[config.mk]
export PLATFORM = sky130hd
export DESIGN_NAME = interval_relation_compare
export DESIGN_NICKNAME = d
export VERILOG_FILES = /design/src/rtl/irc_pkg.sv /design/src/rtl/interval_relation_compare.sv
export SDC_FILE = /design/constraint.sdc
export NUM_CORES = 1
export LEC_CHECK = 0
export ABC_AREA = 1
export BUFFER_PORTS_ARGS = -buffer_cell sky130_fd_sc_hd__buf_2
export CAP_MARGIN = 5
export CORE_UTILIZATION = 55
export CTS_BUF_LIST = sky130_fd_sc_hd__clkbuf_2
export DETAILED_ROUTE_END_ITERATION = 12
export GPL_TIMING_DRIVEN = 0
export HOLD_SLACK_MARGIN = 0.05
export PLACE_DENSITY = 0.79
export SLEW_MARGIN = 20
export SYNTH_ARGS = -nofsm -noshare
export SYNTH_HDL_FRONTEND = slang
export SYNTH_SLANG_ARGS = --single-unit
[constraint.sdc]
create_clock -name clk -period 14.53 [get_ports clk]
set_clock_uncertainty 0.15 [all_clocks]
set_input_delay 1.453 -clock clk [delete_from_list [all_inputs] [get_ports clk]]
set_output_delay 1.453 -clock clk [all_outputs]
set_load 0.05 [all_outputs]
[src/rtl/irc_pkg.sv]
// Shared types and constants for the interval relation compare block.
// No dependencies; imported by the top level and by its checker.
`timescale 1ns / 1ps
`default_nettype none

package irc_pkg;

    // Relation of interval A to interval B.
    typedef enum logic [2:0] {
        REL_EQUALS          = 3'd0,
        REL_WITHIN          = 3'd1,
        REL_CONTAINS        = 3'd2,
        REL_OVERLAPS_BEFORE = 3'd3,
        REL_OVERLAPS_AFTER  = 3'd4,
        REL_PRECEDES        = 3'd5,
        REL_PRECEDES_UNION  = 3'd6,
        REL_SUCCEEDS        = 3'd7
    } relation_t;

    localparam int RELATION_BITS = 3;

endpackage

`default_nettype wire

[src/rtl/interval_relation_compare.sv]
// Top level of the interval relation compare block: classifies two intervals
// and forms their intersection and hull. Depends on irc_pkg.
`timescale 1ns / 1ps
`default_nettype none

// Channel  Handshake             Payload
// -------  --------------------  ----------------------------------------------
// in       in_valid / in_ready   a_start, a_end, a_start_incl, a_end_incl,
//                                b_start, b_end, b_start_incl, b_end_incl
// out      out_valid / out_ready relation, isect_*, hull_*
//
// A transaction accepted on the input passes through the input register and
// then the result register before it shows up on the output. One transaction
// can be accepted every cycle unless the output stalls; the rate is set by
// the single comparator stage between the two registers.
// Reset (rst_n, asynchronous, active low) empties both stages.
// A stalled output holds its result; the input register keeps taking a new
// transaction whenever the result register is free or is being drained.

module interval_relation_compare
    import irc_pkg::*;
#(
    parameter int KEY_BITS = 32
)
(
    input  wire                       clk,
    input  wire                       rst_n,

    input  wire                       in_valid,
    output logic                      in_ready,
    input  wire signed [KEY_BITS-1:0] a_start,
    input  wire signed [KEY_BITS-1:0] a_end,
    input  wire                       a_start_incl,
    input  wire                       a_end_incl,
    input  wire signed [KEY_BITS-1:0] b_start,
    input  wire signed [KEY_BITS-1:0] b_end,
    input  wire                       b_start_incl,
    input  wire                       b_end_incl,

    output logic                      out_valid,
    input  wire                       out_ready,
    output logic [RELATION_BITS-1:0]  relation,
    output logic signed [KEY_BITS-1:0] isect_start,
    output logic signed [KEY_BITS-1:0] isect_end,
    output logic                      isect_start_incl,
    output logic                      isect_end_incl,
    output logic                      isect_empty,
    output logic signed [KEY_BITS-1:0] hull_start,
    output logic signed [KEY_BITS-1:0] hull_end,
    output logic                      hull_start_incl,
    output logic                      hull_end_incl
);

    // Input register stage.
    logic                       s1_valid_reg;
    logic signed [KEY_BITS-1:0] as_reg, ae_reg, bs_reg, be_reg;
    logic                       asi_reg, aei_reg, bsi_reg, bei_reg;

    // Result register stage.
    logic                       out_valid_reg;
    relation_t                  relation_reg;
    logic signed [KEY_BITS-1:0] isect_start_reg, isect_end_reg;
    logic                       isect_start_incl_reg, isect_end_incl_reg, isect_empty_reg;
    logic signed [KEY_BITS-1:0] hull_start_reg, hull_end_reg;
    logic                       hull_start_incl_reg, hull_end_incl_reg;

    // The result register can load when it is empty or being drained this cycle.
    logic s2_ready;
    logic s1_load;
    logic s2_load;

    assign s2_ready = !out_valid_reg || out_ready;
    assign in_ready = !s1_valid_reg || s2_ready;
    assign s1_load  = in_valid && in_ready;
    assign s2_load  = s1_valid_reg && s2_ready;

    // Key comparisons, all signed.
    logic as_gt_be, as_eq_be;
    logic bs_gt_ae, bs_eq_ae;
    logic as_lt_bs, as_eq_bs;
    logic ae_gt_be, ae_lt_be, ae_eq_be;

    assign as_gt_be = as_reg > be_reg;
    assign as_eq_be = as_reg == be_reg;
    assign bs_gt_ae = bs_reg > ae_reg;
    assign bs_eq_ae = bs_reg == ae_reg;
    assign as_lt_bs = as_reg < bs_reg;
    assign as_eq_bs = as_reg == bs_reg;
    assign ae_gt_be = ae_reg > be_reg;
    assign ae_lt_be = ae_reg < be_reg;
    assign ae_eq_be = ae_reg == be_reg;

    logic meet, equal, a_inside_b, b_inside_a, a_first, could_union;

    always_comb
    begin
        // The intervals share at least one point; an excluded bound does not
        // touch when the keys tie.
        meet = !(as_gt_be || (as_eq_be && (!asi_reg || !bei_reg)))
            && !(bs_gt_ae || (bs_eq_ae && (!bsi_reg || !aei_reg)));
        equal = (asi_reg == bsi_reg) && (aei_reg == bei_reg) && as_eq_bs && ae_eq_be;
        a_inside_b = !(as_lt_bs || (as_eq_bs && asi_reg && !bsi_reg))
                  && !(ae_gt_be || (ae_eq_be && aei_reg && !bei_reg));
        // B inside A: B starts no earlier than A and ends no later than A.
        b_inside_a = !(!as_lt_bs && !as_eq_bs || (as_eq_bs && bsi_reg && !asi_reg))
                  && !(ae_lt_be || (ae_eq_be && bei_reg && !aei_reg));
        a_first = as_lt_bs || (as_eq_bs && asi_reg && !bsi_reg);
        // Disjoint intervals that touch at one key with one side including it.
        could_union = (aei_reg || bsi_reg) && bs_eq_ae;
    end

    relation_t relation_next;

    always_comb
    begin
        priority if (meet && equal)
            relation_next = REL_EQUALS;
        else if (meet && a_inside_b)
            relation_next = REL_WITHIN;
        else if (meet && b_inside_a)
            relation_next = REL_CONTAINS;
        else if (meet && a_first)
            relation_next = REL_OVERLAPS_BEFORE;
        else if (meet)
            relation_next = REL_OVERLAPS_AFTER;
        else if (a_first && could_union)
            relation_next = REL_PRECEDES_UNION;
        else if (a_first)
            relation_next = REL_PRECEDES;
        else
            relation_next = REL_SUCCEEDS;
    end

    logic signed [KEY_BITS-1:0] isect_start_next, isect_end_next;
    logic                       isect_start_incl_next, isect_end_incl_next, isect_empty_next;
    logic signed [KEY_BITS-1:0] hull_start_next, hull_end_next;
    logic                       hull_start_incl_next, hull_end_incl_next;

    // Intersection bounds. Disjoint relations report an empty, zeroed interval.
    always_comb
    begin
        isect_empty_next = 1'b0;
        unique case (relation_next)
            REL_EQUALS, REL_WITHIN:
            begin
                isect_start_next      = as_reg;
                isect_end_next        = ae_reg;
                isect_start_incl_next = asi_reg;
                isect_end_incl_next   = aei_reg;
            end
            REL_CONTAINS:
            begin
                isect_start_next      = bs_reg;
                isect_end_next        = be_reg;
                isect_start_incl_next = bsi_reg;
                isect_end_incl_next   = bei_reg;
            end
            REL_OVERLAPS_BEFORE:
            begin
                isect_start_next      = bs_reg;
                isect_end_next        = ae_reg;
                isect_start_incl_next = bsi_reg;
                isect_end_incl_next   = aei_reg;
            end
            REL_OVERLAPS_AFTER:
            begin
                isect_start_next      = as_reg;
                isect_end_next        = be_reg;
                isect_start_incl_next = asi_reg;
                isect_end_incl_next   = bei_reg;
            end
            default:
            begin
                isect_start_next      = '0;
                isect_end_next        = '0;
                isect_start_incl_next = 1'b0;
                isect_end_incl_next   = 1'b0;
                isect_empty_next      = 1'b1;
            end
        endcase
    end

    // Hull bounds; the hull spans any gap between the two intervals.
    always_comb
    begin
        unique case (relation_next)
            REL_EQUALS, REL_CONTAINS:
            begin
                hull_start_next      = as_reg;
                hull_end_next        = ae_reg;
                hull_start_incl_next = asi_reg;
                hull_end_incl_next   = aei_reg;
            end
            REL_WITHIN:
            begin
                hull_start_next      = bs_reg;
                hull_end_next        = be_reg;
                hull_start_incl_next = bsi_reg;
                hull_end_incl_next   = bei_reg;
            end
            REL_OVERLAPS_AFTER, REL_SUCCEEDS:
            begin
                hull_start_next      = bs_reg;
                hull_end_next        = ae_reg;
                hull_start_incl_next = bsi_reg;
                hull_end_incl_next   = aei_reg;
            end
            default:
            begin
                hull_start_next      = as_reg;
                hull_end_next        = be_reg;
                hull_start_incl_next = asi_reg;
                hull_end_incl_next   = bei_reg;
            end
        endcase
    end

    // Valid flags of both stages.
    always_ff @(posedge clk or negedge rst_n)
    begin
        if (!rst_n)
        begin
            s1_valid_reg  <= 1'b0;
            out_valid_reg <= 1'b0;
        end
        else
        begin
            if (in_ready)
                s1_valid_reg <= in_valid;
            if (s2_ready)
                out_valid_reg <= s1_valid_reg;
        end
    end

    // Input payload register.
    always_ff @(posedge clk)
    begin
        if (s1_load)
        begin
            as_reg  <= a_start;
            ae_reg  <= a_end;
            asi_reg <= a_start_incl;
            aei_reg <= a_end_incl;
            bs_reg  <= b_start;
            be_reg  <= b_end;
            bsi_reg <= b_start_incl;
            bei_reg <= b_end_incl;
        end
    end

    // Result payload register.
    always_ff @(posedge clk)
    begin
        if (s2_load)
        begin
            relation_reg         <= relation_next;
            isect_start_reg      <= isect_start_next;
            isect_end_reg        <= isect_end_next;
            isect_start_incl_reg <= isect_start_incl_next;
            isect_end_incl_reg   <= isect_end_incl_next;
            isect_empty_reg      <= isect_empty_next;
            hull_start_reg       <= hull_start_next;
            hull_end_reg         <= hull_end_next;
            hull_start_incl_reg  <= hull_start_incl_next;
            hull_end_incl_reg    <= hull_end_incl_next;
        end
    end

    assign out_valid        = out_valid_reg;
    assign relation         = relation_reg;
    assign isect_start      = isect_start_reg;
    assign isect_end        = isect_end_reg;
    assign isect_start_incl = isect_start_incl_reg;
    assign isect_end_incl   = isect_end_incl_reg;
    assign isect_empty      = isect_empty_reg;
    assign hull_start       = hull_start_reg;
    assign hull_end         = hull_end_reg;
    assign hull_start_incl  = hull_start_incl_reg;
    assign hull_end_incl    = hull_end_incl_reg;

endmodule

`default_nettype wire

Word level (Yosys, flattened, before mapping)
Cells that the tools add are included.
W data, S select, Z words.
{"block": "classes", "n_mux": 16, "reduce_logical": 58, "eq_ne": 11, "n_div": 0, "shift": 0, "add_sub_neg": 0, "bitwise_logic": 0, "order_cmp": 5, "multipliers": 0}
{"cell": "$eq A32 B32 Y1", "n": 4}
{"cell": "$pmux W32 S2", "n": 2}
{"cell": "$gt A32 B32 Y1", "n": 3}
{"cell": "$lt A32 B32 Y1", "n": 2}
{"cell": "$mux W32", "n": 2}
{"cell": "$logic_and A1 B1 Y1", "n": 25}
{"cell": "$logic_not A1 Y1", "n": 14}
{"cell": "$mux W3", "n": 4}
{"cell": "$logic_or A1 B1 Y1", "n": 11}
{"cell": "$reduce_or A3 Y1", "n": 3}
{"cell": "$eq A3 B2 Y1 const B", "n": 2}
{"cell": "$eq A3 B3 Y1 const B", "n": 2}
{"cell": "$mux W2", "n": 3}
{"cell": "$reduce_or A5 Y1", "n": 1}
{"cell": "$pmux W1 S2", "n": 2}
{"cell": "$reduce_or A2 Y1", "n": 2}
{"cell": "$reduce_or A4 Y1", "n": 1}
{"cell": "$eq A3 B1 Y1 const B", "n": 1}
{"cell": "$logic_not A3 Y1", "n": 1}
{"cell": "$mux W1", "n": 3}
{"cell": "$eq A1 B1 Y1", "n": 2}
{"block": "word_totals", "rom_bits": 0, "n_memories": 0, "latchBits": 0, "out_inout_bits": 138, "regBits": 270, "mem_bits_rw": 0, "wordCells": 110, "inputBits": 136}

Logic depth before layout (Yosys ltp)
{"block": "logic_depth", "word_depth": 14, "ltp_mapped": 26, "mapped_depth_nobuf": 25}

Worst setup path before layout
OpenSTA, ideal clock, no wires.
{"block": "synth_path", "kind": "input -> register", "start": "input out_ready", "end": "register hull_end_reg[0] (netlist: hull_end[0]) (enable)", "setup_ns": 0.675, "slack_ns": 5.671, "required_ns": 13.705, "n_path_buf": 0, "t_arrival_ns": 8.033, "cell_stages": 2, "cell_sequence": "inv_1 -> a21oi_1"}
{"block": "synth_via", "elab_chain_len": 2}
{"item": "start: declaration", "line_no": "interval_relation_compare.sv:41", "text": "input wire out_ready,"}
{"item": "$logic_or A1 B1 Y1", "line_no": "interval_relation_compare.sv:72", "text": "assign s2_ready = !out_valid_reg || out_ready;"}
{"item": "$logic_and A1 B1 Y1", "line_no": "interval_relation_compare.sv:75", "text": "assign s2_load = s1_valid_reg && s2_ready;"}
{"item": "named net s2_load", "line_no": "interval_relation_compare.sv:70", "text": "logic s2_load;"}
{"item": "end signal: assignment", "line_no": "interval_relation_compare.sv:263", "text": "hull_end_reg <= hull_end_next;"}
{"item": "end: declaration", "line_no": "interval_relation_compare.sv:64", "text": "logic signed [KEY_BITS-1:0] hull_start_reg, hull_end_reg;"}
The timed path passes the listed nets, and every way through them passes these cells.
A chain may end at the register's enable or synchronous reset.

Final worst setup path
{"block": "layout_path", "start": "register as_reg[5]", "end": "register isect_start_reg[31] (netlist: isect_start[31]), data pin"}
{"block": "layout_via", "elab_chain_len": 14, "word_cells_on_any_way": 43, "cone_classes": "order compare (2); eq/ne (6); mux (8); reduce/logical (27)"}
{"item": "start: declaration", "line_no": "interval_relation_compare.sv:56", "text": "logic signed [KEY_BITS-1:0] as_reg, ae_reg, bs_reg, be_reg;"}
{"item": "start signal: assignment", "line_no": "interval_relation_compare.sv:240", "text": "as_reg <= a_start;"}
{"item": "parallel branches: the longest is 10 deep, another holds $lt A32 B32 Y1"}
{"item": "$mux W3 (*)", "line_no": "interval_relation_compare.sv:116", "text": "priority if (meet && equal)"}
{"item": "$eq A3 B3 Y1, or another cell as far along", "line_no": "interval_relation_compare.sv:143", "text": "unique case (relation_next)"}
{"item": "$reduce_or A3 Y1 (no source line) or $reduce_or A2 Y1 (tied branches)"}
{"item": "$pmux W32 S2 (*)", "line_no": "interval_relation_compare.sv:143"}
{"item": "named net isect_start_next[31]", "line_no": "interval_relation_compare.sv:134", "text": "logic signed [KEY_BITS-1:0] isect_start_next, isect_end_next;"}
{"item": "end signal: assignment", "line_no": "interval_relation_compare.sv:257", "text": "isect_start_reg <= isect_start_next;"}
{"item": "end: declaration", "line_no": "interval_relation_compare.sv:62", "text": "logic signed [KEY_BITS-1:0] isect_start_reg, isect_end_reg;"}
Mark *: on every way through the listed nets, which the timed path passes.

==> results.sh <==
export IMPL_cp_depth=13
export IMPL_yosys_register_bits=270
export IMPL_syn_nets=1541
export IMPL_synth_top_cell_area_share_pct=58.5
export IMPL_path_common_cell="nand2_1"
export IMPL_reg2reg_from="as_reg[5]"
export IMPL_synth_cell_types=35
export IMPL_drtIter0Drc=970
export IMPL_drive_gt1_share_pct=27.9
export IMPL_antenna_found_initial=6
export IMPL_grt_start_max_net_pins=91
export IMPL_via_count=10800
export IMPL_worst_path_buf_inv=2
export IMPL_cts_root_buf="clkbuf_2"
export IMPL_synthAdderAreaFrac_pct=11.6
export IMPL_core_area_um2=24400
export IMPL_worstPathRequired_ns=14.90
export IMPL_critPathMaxStageDelay_ns=0.59
export IMPL_gp_congestion=0.917
export IMPL_dpl_hpwl_mm=27.3
export IMPL_yosysSeqAreaShare_pct=58.9
export IMPL_drc=0
export IMPL_gr_total_overflow=0
export IMPL_wl_per_cell_um=18.5
export IMPL_setup_viol=0
export IMPL_cts_tree="yes"
export IMPL_synth_xor_area_share_pct=0
export IMPL_cpMaxStageDelayCell="clkbuf_1"
export IMPL_post_route_period_util_pct=26.8
export IMPL_synthFlopType="edfxtp_1"
export IMPL_startpoint="as_reg[5]"
export IMPL_synth_compound_area_share_pct=5.78
export IMPL_vias_per_cell=5.40
export IMPL_fmax_mhz=257
export IMPL_grtUsageMet1_pct=38.4
export IMPL_fp_dieArea_um2=25600
export IMPL_postCtsSetupBuffers=0
export IMPL_final_min_clock_period_ns=3.89
export IMPL_grt_pass1_wl_mm=56.4
export IMPL_finish_instance_area_um2=16500
export IMPL_synth_top_cells_by_count="nand2_1, edfxtp_1, inv_1, ha_1, nand4_1"
export IMPL_gr_usage_all_layers_pct=29.1
export IMPL_tightest_slew_ns=0.737
export IMPL_worstSetupStartpointType="register"
export IMPL_n_fill_cell=1910
export IMPL_r2r_cells=13
export IMPL_wl_mm=37.1
export IMPL_critPathMaxFanout=10
export IMPL_ir_drop_v=0.0000963
export IMPL_synth_cell_area_um2=13800
export IMPL_synthCells=1277
export IMPL_powerDensity_nw_per_um2=150
export IMPL_placed_area_um2=15800
export IMPL_cts_inserted_buffers=71
export IMPL_rsz0062_at_grt="no"
export IMPL_critPathArrivalTime_ns=4.26
export IMPL_dr_pass1_iters=7
export IMPL_drtAntennaViolNets=0
export IMPL_synthTopCellsByArea="edfxtp_1, ha_1, nand2_1"
export IMPL_leakagePower_nw=7.74
export IMPL_muxShareOfSynthArea_pct=0
export IMPL_p_total_mw=2.46
export IMPL_multi_input_area_um2=4820
export IMPL_r2r_end="isect_start[31]"
export IMPL_synth_top_area_cell="edfxtp_1"
export IMPL_utilization_pct=67.4
export IMPL_cts_sinks=270
export IMPL_endpoint="isect_start[31]"
export IMPL_io_buffers=273
export IMPL_synth_edf_count=268
export IMPL_yosysMostFrequentCell="nand2_1"
export IMPL_use_met2_pct=46.0
export IMPL_cts_buffer_depth=3
export IMPL_synth_avg_cell_area_um2=10.8
export IMPL_maxCapViolCount=0
export IMPL_hold_buffers=0
export IMPL_synth_warnings=0
export IMPL_grt_busiest_layer="met2"
export IMPL_synth_top_family_by_area="simple AND/OR/NAND/NOR gates"
export IMPL_die_y_um=160
export IMPL_endpoint_kind="register"
export IMPL_clkTransAtPathRegs_ns=0.11
export IMPL_start_util_pct=56.4
export IMPL_grtUsageMet3_pct=5.64
export IMPL_path_class="reg2reg"
export IMPL_fin_nets=1895
export IMPL_slew_headroom_pct=50.9
export IMPL_hold_ws_ns=0.248
export IMPL_die_w_um=160
export IMPL_rows=57
export IMPL_io_pins=274
export IMPL_htree_levels=3
export IMPL_hold_path_class="in2async"
export IMPL_crit_family="simple AND/OR/NAND/NOR gates"
export IMPL_rrSetupSlack_ns=10.64
export IMPL_status="complete, no violations"
export IMPL_seq_area_um2=8100
export IMPL_ctsResizeCount=0
export IMPL_worstSkewPairLatency_ns=0.85
export IMPL_grt_pass1_vias=10700
export IMPL_synth_simple_area_share_pct=17.5
export IMPL_final_setup_tns_ns=0
export IMPL_maxSlewViolCount=0
export IMPL_final_hold_viol_count=0
export IMPL_worstPathCellList="ha_1, nand2_1, nor2_1, nand4_1, nor4_1, nand2_1, nand3_2, nand3_4, inv_2, o21ai_2, nand2_1, clkbuf_1, o21ai_1"
export IMPL_async_flop_share_pct=0.741
export IMPL_area_growth_pct=19.6
## power by group
part           switching [mW]  internal [mW]
Clock                   0.310          0.243
Sequential             0.0531           1.01
Combinational           0.625          0.222
Total                   0.989           1.48
## cell usage in the layout (no fill, tap or decap), types with 2 or more instances in the layout
cell type  count
nand2_1      355
buf_2        286
edfxtp_1     268
inv_1        147
ha_1         128
clkbuf_2     103
nand4_1       76
o21ai_1       63
a21oi_1       54
nor2_1        48
nand3_1       17
o21ai_0       16
inv_2         11
nand2_2       11
nand3_2        9
buf_6          9
buf_4          8
clkinv_1       8
buf_16         8
clkbuf_1       7
a21o_1         6
o21a_1         6
diode_2        5
nor2_4         4
clkinv_2       4
nor3_1         3
nor4_1         3
bufinv_16      3
nor3_2         2
nand4_2        2
a21oi_4        2
buf_1          2
dfrtp_1        2
## logic make-up after synthesis
logic type	after synthesis
AO/OA/AOI/OAI	149
adder cells (fa/ha/maj)	128
AND/OR/NAND/NOR	535
buffers and inverters	195
flip-flops	270
## layer usage
layer,up-vias,wire length [um]
met5,-,13
met4,2,1320
met3,95,3370
met2,572,17500
met1,4982,14900
li1,5195,-
## worst register-to-register path: stages, from the launching register on
cell      delay [ns]
edfxtp_1        0.46
ha_1            0.34
nand2_1         0.06
nor2_1          0.13
nand4_1         0.16
nor4_1          0.53
nand2_1         0.20
nand3_2         0.16
nand3_4         0.13
inv_2           0.11
o21ai_2         0.09
nand2_1         0.25
clkbuf_1        0.59
o21ai_1         0.21
## worst min path at each step
stage                             from         to  slack (ns)  cells after the start
final                            rst_n  out_valid        0.25                      1
after global routing             rst_n  out_valid        0.18                      1
after CTS                        rst_n  out_valid        0.17                      1
after detailed placement  s1_valid_reg  out_valid        0.38                      2
after global placement    s1_valid_reg  out_valid        0.31                      2
after floorplan           s1_valid_reg  out_valid        0.30                      2
## cell type report
cell class	instances	share of cell area [%]
sequential	270	49.2
antenna	5	0.0761
buffer	39	1.58
clock inverter	19	0.966
tap	324	2.46
timing repair buffer	281	9.64
inverter	156	3.61
multi-input combinational	812	29.3
clock buffer	103	3.13
## per-stage QoR
stage | cells | worst slack (ns)
4_1_cts | 2004 | 10.74
2_1_floorplan | 1277 | 5.67
3_3_place_gp | 1874 | 2.42
3_5_place_dp | 1882 | 10.74
6_report | 2009 | 10.64
5_1_grt | 2008 | 10.52
(Power assumes the default switching activity.)
